$ cat src/rtl/encds_pkg.sv
// shared types and constants for the encoder delta and speed tracker
`timescale 1ns / 1ps
package encds_pkg;

  // apb register map
  localparam int unsigned PADDR_W = 3;
  localparam logic [PADDR_W-1:0] CPR_ADDR = 3'd0;
  localparam logic [15:0] CPR_RESET = 16'd1024;

  // request codes
  localparam logic REQ_SAMPLE = 1'b0;
  localparam logic REQ_CLEAR  = 1'b1;

  // speed arithmetic
  localparam logic [31:0] SPEED_SCALE = 32'd600000;
  localparam int unsigned PROD_W = 48;
  localparam int unsigned DIV_STEPS = 48;
  localparam int unsigned CNT_W = 6;

  typedef struct packed {
    logic        req_type;
    logic [1:0]  channel;
    logic [15:0] raw_count;
    logic [31:0] interval_ms;
  } in_item_t;

  typedef struct packed {
    logic signed [15:0] delta;
    logic signed [31:0] total;
    logic signed [31:0] speed_rpm_x10;
  } out_item_t;

  typedef enum logic [2:0] {
    ST_IDLE,
    ST_MUL_DEN,
    ST_MUL_MAG,
    ST_ADD,
    ST_DIV,
    ST_DONE
  } state_e;

endpackage

$ cat src/rtl/encoder_delta_and_speed.sv
// encoder delta, running total and speed tracker with iterative divider
`timescale 1ns / 1ps
// sequence: a speed sample makes 2 multiply passes through one shared 16x32 multiplier, then
// 1 rounding add, 48 restoring divide steps and 1 output load; clears, out-of-range channels
// and zero-speed cases skip the multiply and divide steps and go straight to the output load.
// flow: one transaction at a time; the input stalls from acceptance until the result is loaded
// into the output register, so a stalled result keeps the input stalled for its wait.
// reset: all channel counts and totals clear to zero at once, counts_per_rev to 1024.
module encoder_delta_and_speed
  import encds_pkg::*;
#(
  parameter int unsigned CHANNELS = 4
) (
  input  logic               clk_i,
  input  logic               rst_ni,
  // sample channel
  input  logic               in_valid_i,
  output logic               in_stall_o,
  input  in_item_t           in_item_i,
  // result channel
  output logic               out_valid_o,
  input  logic               out_stall_i,
  output out_item_t          out_item_o,
  // apb configuration port
  input  logic               psel,
  input  logic               penable,
  input  logic               pwrite,
  input  logic [PADDR_W-1:0] paddr,
  input  logic [31:0]        pwdata,
  output logic [31:0]        prdata,
  output logic               pready
);

  localparam int unsigned CH_W = (CHANNELS > 1) ? $clog2(CHANNELS) : 1;
  localparam logic [4:0] CH_LIMIT = 5'(CHANNELS);

  // configuration register
  logic [15:0] cpr_q;
  logic        cpr_sel;

  // per-channel state
  logic [15:0] last_q  [CHANNELS];
  logic [31:0] total_q [CHANNELS];

  // sequencer and datapath registers
  state_e            state_q, state_d;
  logic [15:0]       delta_q;
  logic [31:0]       tot_res_q;
  logic              skip_q;
  logic              neg_q;
  logic [15:0]       absd_q;
  logic [15:0]       cpr_op_q;
  logic [31:0]       elapsed_q;
  logic [PROD_W-1:0] den_q;
  logic [PROD_W-1:0] nq_q;
  logic [PROD_W-1:0] rem_q;
  logic [CNT_W-1:0]  cnt_q;
  logic              out_valid_q;
  out_item_t         out_q;

  // control from the sequencer
  logic in_fire, out_fire, load_out, div_last;

  // request decode
  logic [4:0]      ch_ext;
  logic            ch_ok;
  logic [CH_W-1:0] ch_idx;
  logic [15:0]     dbits;
  logic [31:0]     new_total;

  assign ch_ext    = {3'b000, in_item_i.channel};
  assign ch_ok     = ch_ext < CH_LIMIT;
  assign ch_idx    = ch_ext[CH_W-1:0];
  assign dbits     = in_item_i.raw_count - last_q[ch_idx];
  assign new_total = total_q[ch_idx] + {{16{dbits[15]}}, dbits};

  assign in_fire  = in_valid_i && !in_stall_o;
  assign out_fire = out_valid_q && !out_stall_i;
  assign div_last = cnt_q == CNT_W'(DIV_STEPS - 1);

  // apb register file, decoded by word
  assign pready  = 1'b1;
  assign cpr_sel = paddr[PADDR_W-1:2] == CPR_ADDR[PADDR_W-1:2];
  assign prdata  = cpr_sel ? {16'h0000, cpr_q} : 32'h0;

  always_ff @(posedge clk_i or negedge rst_ni) begin
    if (!rst_ni) begin
      cpr_q <= CPR_RESET;
    end else if (psel && penable && pwrite && pready && cpr_sel) begin
      cpr_q <= pwdata[15:0];
    end
  end

  // shared multiplier: denominator first, then scaled magnitude
  logic [15:0]       mul_a;
  logic [31:0]       mul_b;
  logic [PROD_W-1:0] mul_res;

  assign mul_a   = (state_q == ST_MUL_DEN) ? cpr_op_q : absd_q;
  assign mul_b   = (state_q == ST_MUL_DEN) ? elapsed_q : SPEED_SCALE;
  assign mul_res = PROD_W'(mul_a) * PROD_W'(mul_b);

  // restoring divide step
  logic [PROD_W:0]   trial;
  logic              q_bit;
  logic [PROD_W-1:0] rem_next;

  assign trial    = {rem_q, nq_q[PROD_W-1]};
  assign q_bit    = trial >= {1'b0, den_q};
  assign rem_next = q_bit ? PROD_W'(trial - {1'b0, den_q}) : trial[PROD_W-1:0];

  // saturated signed speed from the quotient
  logic [31:0] speed;

  always_comb begin
    if (skip_q) begin
      speed = 32'h0;
    end else if (neg_q) begin
      speed = (nq_q > PROD_W'(32'h8000_0000)) ? 32'h8000_0000 : 32'(0 - nq_q[31:0]);
    end else begin
      speed = (|nq_q[PROD_W-1:31]) ? 32'h7fff_ffff : {1'b0, nq_q[30:0]};
    end
  end

  // channel state update on accepted requests
  always_ff @(posedge clk_i or negedge rst_ni) begin
    if (!rst_ni) begin
      for (int i = 0; i < CHANNELS; i++) begin
        last_q[i]  <= '0;
        total_q[i] <= '0;
      end
    end else if (in_fire && ch_ok) begin
      if (in_item_i.req_type == REQ_CLEAR) begin
        last_q[ch_idx]  <= '0;
        total_q[ch_idx] <= '0;
      end else begin
        last_q[ch_idx]  <= in_item_i.raw_count;
        total_q[ch_idx] <= new_total;
      end
    end
  end

  // working registers of the speed computation
  always_ff @(posedge clk_i) begin
    unique case (state_q)
      ST_IDLE: begin
        if (in_fire) begin
          cpr_op_q  <= cpr_q;
          elapsed_q <= in_item_i.interval_ms;
          neg_q     <= dbits[15];
          absd_q    <= dbits[15] ? 16'(0 - dbits) : dbits;
          if (!ch_ok || in_item_i.req_type == REQ_CLEAR) begin
            delta_q   <= '0;
            tot_res_q <= '0;
            skip_q    <= 1'b1;
          end else begin
            delta_q   <= dbits;
            tot_res_q <= new_total;
            skip_q    <= (in_item_i.interval_ms == 32'h0) || (cpr_q == 16'h0);
          end
        end
      end
      ST_MUL_DEN: den_q <= mul_res;
      ST_MUL_MAG: nq_q  <= mul_res;
      ST_ADD: begin
        nq_q  <= nq_q + (den_q >> 1);
        rem_q <= '0;
        cnt_q <= '0;
      end
      ST_DIV: begin
        rem_q <= rem_next;
        nq_q  <= {nq_q[PROD_W-2:0], q_bit};
        cnt_q <= cnt_q + 1'b1;
      end
      ST_DONE: ;
      default: ;
    endcase
  end

  // sequencer state register
  always_ff @(posedge clk_i or negedge rst_ni) begin
    if (!rst_ni) begin
      state_q <= ST_IDLE;
    end else begin
      state_q <= state_d;
    end
  end

  // next state
  always_comb begin
    state_d = state_q;
    unique case (state_q)
      ST_IDLE: begin
        if (in_fire) begin
          if (!ch_ok || in_item_i.req_type == REQ_CLEAR ||
              in_item_i.interval_ms == 32'h0 || cpr_q == 16'h0) begin
            state_d = ST_DONE;
          end else begin
            state_d = ST_MUL_DEN;
          end
        end
      end
      ST_MUL_DEN: state_d = ST_MUL_MAG;
      ST_MUL_MAG: state_d = ST_ADD;
      ST_ADD:     state_d = ST_DIV;
      ST_DIV: begin
        if (div_last) begin
          state_d = ST_DONE;
        end
      end
      ST_DONE: begin
        if (load_out) begin
          state_d = ST_IDLE;
        end
      end
      default: state_d = ST_IDLE;
    endcase
  end

  // sequencer outputs
  always_comb begin
    in_stall_o = 1'b1;
    load_out   = 1'b0;
    unique case (state_q)
      ST_IDLE: in_stall_o = 1'b0;
      ST_DONE: load_out = !out_valid_q || !out_stall_i;
      default: ;
    endcase
  end

  // output register
  always_ff @(posedge clk_i or negedge rst_ni) begin
    if (!rst_ni) begin
      out_valid_q <= 1'b0;
    end else if (load_out) begin
      out_valid_q <= 1'b1;
    end else if (out_fire) begin
      out_valid_q <= 1'b0;
    end
  end

  always_ff @(posedge clk_i) begin
    if (load_out) begin
      out_q.delta         <= delta_q;
      out_q.total         <= tot_res_q;
      out_q.speed_rpm_x10 <= speed;
    end
  end

  assign out_valid_o = out_valid_q;
  assign out_item_o  = out_q;

  // ready only while the sequencer is idle
  a_stall_when_busy: assert property (@(posedge clk_i) disable iff (!rst_ni)
    !in_stall_o |-> state_q == ST_IDLE)
    else $error("input taken while sequencer busy");

  // an accepted transaction always leaves idle
  a_fire_leaves_idle: assert property (@(posedge clk_i) disable iff (!rst_ni)
    in_fire |=> state_q != ST_IDLE)
    else $error("accepted transaction lost");

  // divide loop never runs past its last step
  a_div_count: assert property (@(posedge clk_i) disable iff (!rst_ni)
    state_q == ST_DIV && div_last |=> state_q == ST_DONE)
    else $error("divide loop overrun");

  // a result is loaded only when the output slot is free or draining
  a_no_overwrite: assert property (@(posedge clk_i) disable iff (!rst_ni)
    load_out |-> !out_valid_q || !out_stall_i)
    else $error("pending result overwritten");

endmodule

$ cat config.mk
export PLATFORM = sky130hd
export DESIGN_NAME = encoder_delta_and_speed
export DESIGN_NICKNAME = d
export VERILOG_FILES = /design/src/rtl/encds_pkg.sv /design/src/rtl/encoder_delta_and_speed.sv
export SDC_FILE = /design/constraint.sdc
export NUM_CORES = 2
export LEC_CHECK = 0
export BUFFER_PORTS_ARGS = -buffer_cell sky130_fd_sc_hd__buf_2
export CAP_MARGIN = 5
export CORE_ASPECT_RATIO = 2
export CORE_MARGIN = 2
export CORE_UTILIZATION = 45
export DETAILED_ROUTE_END_ITERATION = 12
export SLEW_MARGIN = 20
export SYNTH_ARGS = -nofsm -noshare
export SYNTH_HDL_FRONTEND = slang
export SYNTH_SLANG_ARGS = --single-unit
$ cat constraint.sdc
create_clock -name clk_i -period 9.1 [get_ports clk_i]
set_input_delay 1.82 -clock clk_i [delete_from_list [all_inputs] [get_ports clk_i]]
set_output_delay 1.82 -clock clk_i [all_outputs]
set_load 0.03 [all_outputs]
# Word level (Yosys, flattened, before mapping)
# Index checks and enable logic that the tools add are counted.
# op_classes
mux	34
eq_ne	9
n_reduce_logical	24
n_addsub	7
magnitude_cmp	5
shift	0
bitwise_logic	6
n_mul	1
div	0
# op_table
operator	n
two-way mux 32 bit	6
case mux 48 bit (3 select lines)	1
AND 128 bit	1
bitwise mux 128 bit	1
two-way mux 128 bit	1
inverter 128 bit	1
case mux 48 bit (2 select lines)	1
two-way mux 16 bit	5
AND 64 bit	1
binary-select mux 32 bit (select 2 bit)	1
bitwise mux 64 bit	1
demux 32 bit (select 2 bit)	1
two-way mux 64 bit	1
inverter 64 bit	1
>= comparator 49 x 48 -> 1 bit	1
adder 48 x 47 -> 48 bit	1
> comparator 48 x 32 -> 1 bit (second input constant)	1
multiplier 16 x 32 -> 48 bit	1
two-way mux 48 bit	1
subtractor 48 bit	1
adder 32 bit	1
binary-select mux 16 bit (select 2 bit)	1
demux 16 bit (select 2 bit)	1
zero test 32 bit	1
other kinds (30)	53
# totals
mem_count	0
input_bits	93
latchBits	0
ramBits	0
ff_bits	556
romBits	0

# Logic depth before layout (Yosys ltp)
# depth
depth_word	8
ltp_mapped	31

# Worst setup path after synthesis
# Ideal clock, no wire load.
# synth_path
path_kind	register -> register
startpoint	reg state_q[1]
endpoint	reg nq_q[43], data pin
path_buffers	3
required_ns	8.839
path_slack_ns	0.436
stages_incl_launch_ff	28
arrival_time_ns	8.403
path_cell_list	dfrtp_1 -> clkbuf_1 -> nor2_1 -> nand2_1 -> inv_1 -> clkbuf_1 -> clkbuf_1 -> nand3_1 -> fa_1 -> inv_1 -> fa_1 -> fa_1 -> inv_1 -> fa_1 -> fa_1 -> fa_1 -> inv_1 -> ha_1 -> nand4_1 -> a21oi_1 -> or2_2 -> o211ai_1 -> a21boi_0 -> nand3_1 -> a41o_1 -> o31a_1 -> xnor2_1 -> a221o_1
# synth_between
elab_chain_cells	4
word_cells_on_any_way	8
# synth_lines
item	line	text
from (decl)	encoder_delta_and_speed.sv:46	state_e state_q, state_d;
from (signal assigned)	encoder_delta_and_speed.sv:185	state_q <= state_d;
equality test 3 x 1 -> 1 bit *	encoder_delta_and_speed.sv:99, encoder_delta_and_speed.sv:100	
two-way mux 16 bit / two-way mux 32 bit (equally long branches)	encoder_delta_and_speed.sv:99, encoder_delta_and_speed.sv:100	
multiplier 16 x 32 -> 48 bit *	encoder_delta_and_speed.sv:101	assign mul_res = PROD_W'(mul_a) * PROD_W'(mul_b);
net mul_res[43]	encoder_delta_and_speed.sv:97	logic [PROD_W-1:0] mul_res;
case mux 48 bit (3 select lines) *	encoder_delta_and_speed.sv:145	unique case (state_q)
to (signal assigned)	encoder_delta_and_speed.sv:164	ST_MUL_MAG: nq_q <= mul_res;
to (signal assigned)	encoder_delta_and_speed.sv:166	nq_q <= nq_q + (den_q >> 1);
to (signal assigned)	encoder_delta_and_speed.sv:172	nq_q <= {nq_q[PROD_W-2:0], q_bit};
to (decl)	encoder_delta_and_speed.sv:55	logic [PROD_W-1:0] nq_q;
# Mark *: on every way through the listed nets, which the timed path passes. The rest lies on a longest branch.
# A chain may end at the register's enable or synchronous reset.

# Worst setup path in the final report
# layout_path
startpoint	reg state_q[1]
endpoint	reg nq_q[36], data pin
# Same word-level chain as after synthesis.

==> results.py <==
metrics = {
    "clock_network": {
        "insertion_delay_ns": 0.67,
        "cts_resized": 0,
        "htree_levels": 2,
        "root_buffer": "clkbuf_16",
        "clk_pin_slew_ns": 0.07,
        "cts_setup_buffers": 0,
        "cts_sinks": 556,
        "cts_hold_buf": 0,
        "clockBufferDepth": 3,
        "cts_tree": "done",
        "cts_made_buffers": 53,
    },
    "timing": {
        "slew_violations": 0,
        "clock_skew_ns": 0.0456,
        "setup_viol_count_final": 0,
        "post-route-period-util_pct": 95.4,
        "fin_crit_ns": 8.68,
        "max_freq_ghz": 0.115,
        "relSlewSlack_pct": 15.8,
        "setup_tns_ns": 0,
        "grt_setup_unrepaired": "false",
        "tightest_slew_ns": 1.25,
        "hold_viol_final": 0,
    },
    "critical_path": {
        "startpoint_type": "flip-flop",
        "cp_cell_sequence": "nor2_1, buf_4, and3_1, a21o_1, nand2_1, fa_1, fa_1, inv_1, fa_1, inv_1, fa_1, inv_1, fa_1, fa_1, ha_1, a21oi_1, o211ai_1, o21bai_1, a21boi_0, o31ai_1, a211oi_1, o21ai_0, xor2_1, a221o_1",
        "crit_slowest_cell": "a211oi_1",
        "crit_fanout": 29,
        "critPathMaxStageDelay_ns": 0.72,
        "crit_required_ns": 9.49,
        "cpMostUsedCell": "fa_1",
        "endpoint_kind": "flip-flop",
        "crit_type": "flip-flop to flip-flop",
        "arrival_ns": 9.08,
    },
    "floorplan": {
        "die_width_microns": 233,
        "die_h_microns": 462,
        "die_area_sq_um": 108000,
        "start_util_pct": 45.2,
        "coreArea_sq_um": 104000,
        "io_pins": 208,
        "rows": 168,
    },
    "final_layout": {
        "fin_nets": 5688,
        "layout-drive-gt1-share_pct": 10.2,
        "synthToLayoutAreaGrowth_pct": 9.43,
        "finalCoreUtilization_pct": 49.5,
    },
    "route": {
        "drt_iter0_drc": 2200,
        "routed_wl_microns": 148000,
        "wire_per_inst_microns": 23.5,
        "viasPerCell": 5.79,
        "highest_layer": "met5",
        "routedLengthMet1_microns": 49500,
        "antenna_left": 0,
        "wl_met2_microns": 78700,
        "drc": 0,
        "via_count": 36600,
        "first_pass_iters": 6,
        "met3_length_microns": 5840,
    },
    "place": {
        "gp_congestion": 0.979,
        "dp_hpwl_microns": 117000,
        "io_buffers": 172,
    },
    "synth": {
        "yosys.cell_types.count": 91,
        "async_flop_share_pct": 38.1,
        "seq_area_frac_synth_pct": 33.1,
        "synthCells": 4821,
        "syn_area_per_cell_sq_um": 9.79,
        "syn-cell-area_sq_um": 47200,
        "ys_ff_latch": 556,
        "yosys_warnings": 0,
        "synth_ff_type": "edfxtp_1",
        "synth_edf_count": 344,
    },
    "min_path": {
        "hold_class": "flip-flop to flip-flop",
    },
    "global_routing": {
        "grt_overflow": 0,
        "grt_max_degree": 154,
        "grt_pass1_wl_microns": 225000,
        "antenna_found_initial": 6,
        "grt_pass1_vias": 39100,
        "grt_use_total_pct": 27.8,
    },
    "job": {
        "cap_viol_max_count": 0,
    },
    "status": {
        "status": "complete, no violations",
    },
}
-- cells in the mapped netlist (130+ instances only) --
master	instances	share of area (%)
nor2_1	303	2.4
a21oi_1	231	2.4
o21ai_0	241	2.6
and3_1	213	2.8
a21o_1	130	2.1
edfxtp_1	344	22
clkbuf_1	231	1.8
dfrtp_1	211	11
ha_1	264	7.0
nand2_1	557	4.4
fa_1	422	18
inv_1	569	4.5
-- final timing paths --
path	from	endpoint	slack [ns]	cells after the start
worst min register to register	delta_q[2]	out_item_o[66]	0.42	0
worst max-delay path	state_q[1]	nq_q[36]	0.42	24
worst min-delay path	delta_q[2]	out_item_o[66]	0.42	0
worst max register to register	state_q[1]	nq_q[36]	0.42	24
min in group asynchronous	rst_ni	total_q[23]	1.08	1
max in group asynchronous	rst_ni	state_q[1]	6.61	2
-- stage by stage --
step	instances	worst slack [ns]	instance area, sq um	hold slack, ns
6_report	6317	0.417	51700	0.417
2_1_floorplan	4836	0.436	47300	0.400
5_1_grt	6315	0.187	51700	0.419
3_3_place_gp	6213	0.488	49700	0.402
4_1_cts	6313	0.409	51600	0.415
3_5_place_dp	6213	0.418	49700	0.405
-- flip-flops by register name, summed over array words and instances, names as in the netlist, 32 cells and up --
register,flops
out_item_o,80
last_q,64
tot_res_q,32
den_q,48
nq_q,48
total_q,128
elapsed_q,32
rem_q,48
-- final cells by class --
class | instances | area [sq um]
fill | 9686 | 52800
multi-input combinational | 3433 | 28400
sequential | 556 | 15600
inverter | 573 | 2160
timing repair buffer | 292 | 1820
tap | 1360 | 1700
clock buffer | 62 | 1410
clock inverter | 38 | 489
antenna | 3 | 7.51
-- cell usage in the layout (no fill, tap or decap), types with 211 or more instances in the layout --
master / n
and3_1: 213
dfrtp_1: 211
nand2_1: 553
nor2_1: 300
ha_1: 264
a21oi_1: 230
o21ai_0: 240
edfxtp_1: 344
fa_1: 422
inv_1: 568
-- worst max-delay path: cells and delay by family (launching register included) --
| kind | cells | cell delay, ns |
|---|---|---|
| compound gates | 9 | 3.08 |
| flops | 1 | 0.42 |
| xor+xnor | 1 | 0.21 |
| buf+inv | 4 | 0.53 |
| simple gates | 3 | 0.81 |
| fa+ha+maj | 7 | 3.36 |
-- logic make-up (layout without fill, tap and decap cells) --
family          count (synthesis)  after routing  share of synthesized area [%]
xor+xnor                      185            185                           3.43
buf+inv                       847            965                           6.92
mux                            88             88                           3.20
flops                         556            556                           33.1
other cells                     2             20                         0.0159
compound gates               1002           1002                           13.8
fa+ha+maj                     686            686                           24.9
simple gates                 1455           1455                           14.6
-- routing by layer --
| metal | track usage, % | up-vias |
|---|---|---|
| li1 | - | 16700 |
| met1 | 27.1 | 18200 |
| met2 | 52.2 | 1176 |
| met3 | 3.22 | 531 |
| met4 | 22.2 | 6 |
| met5 | 0 | - |
Power is left out: the tool's default activity adds up to more than one toggle a clock period on the data nets, which glitch-free logic cannot reach.
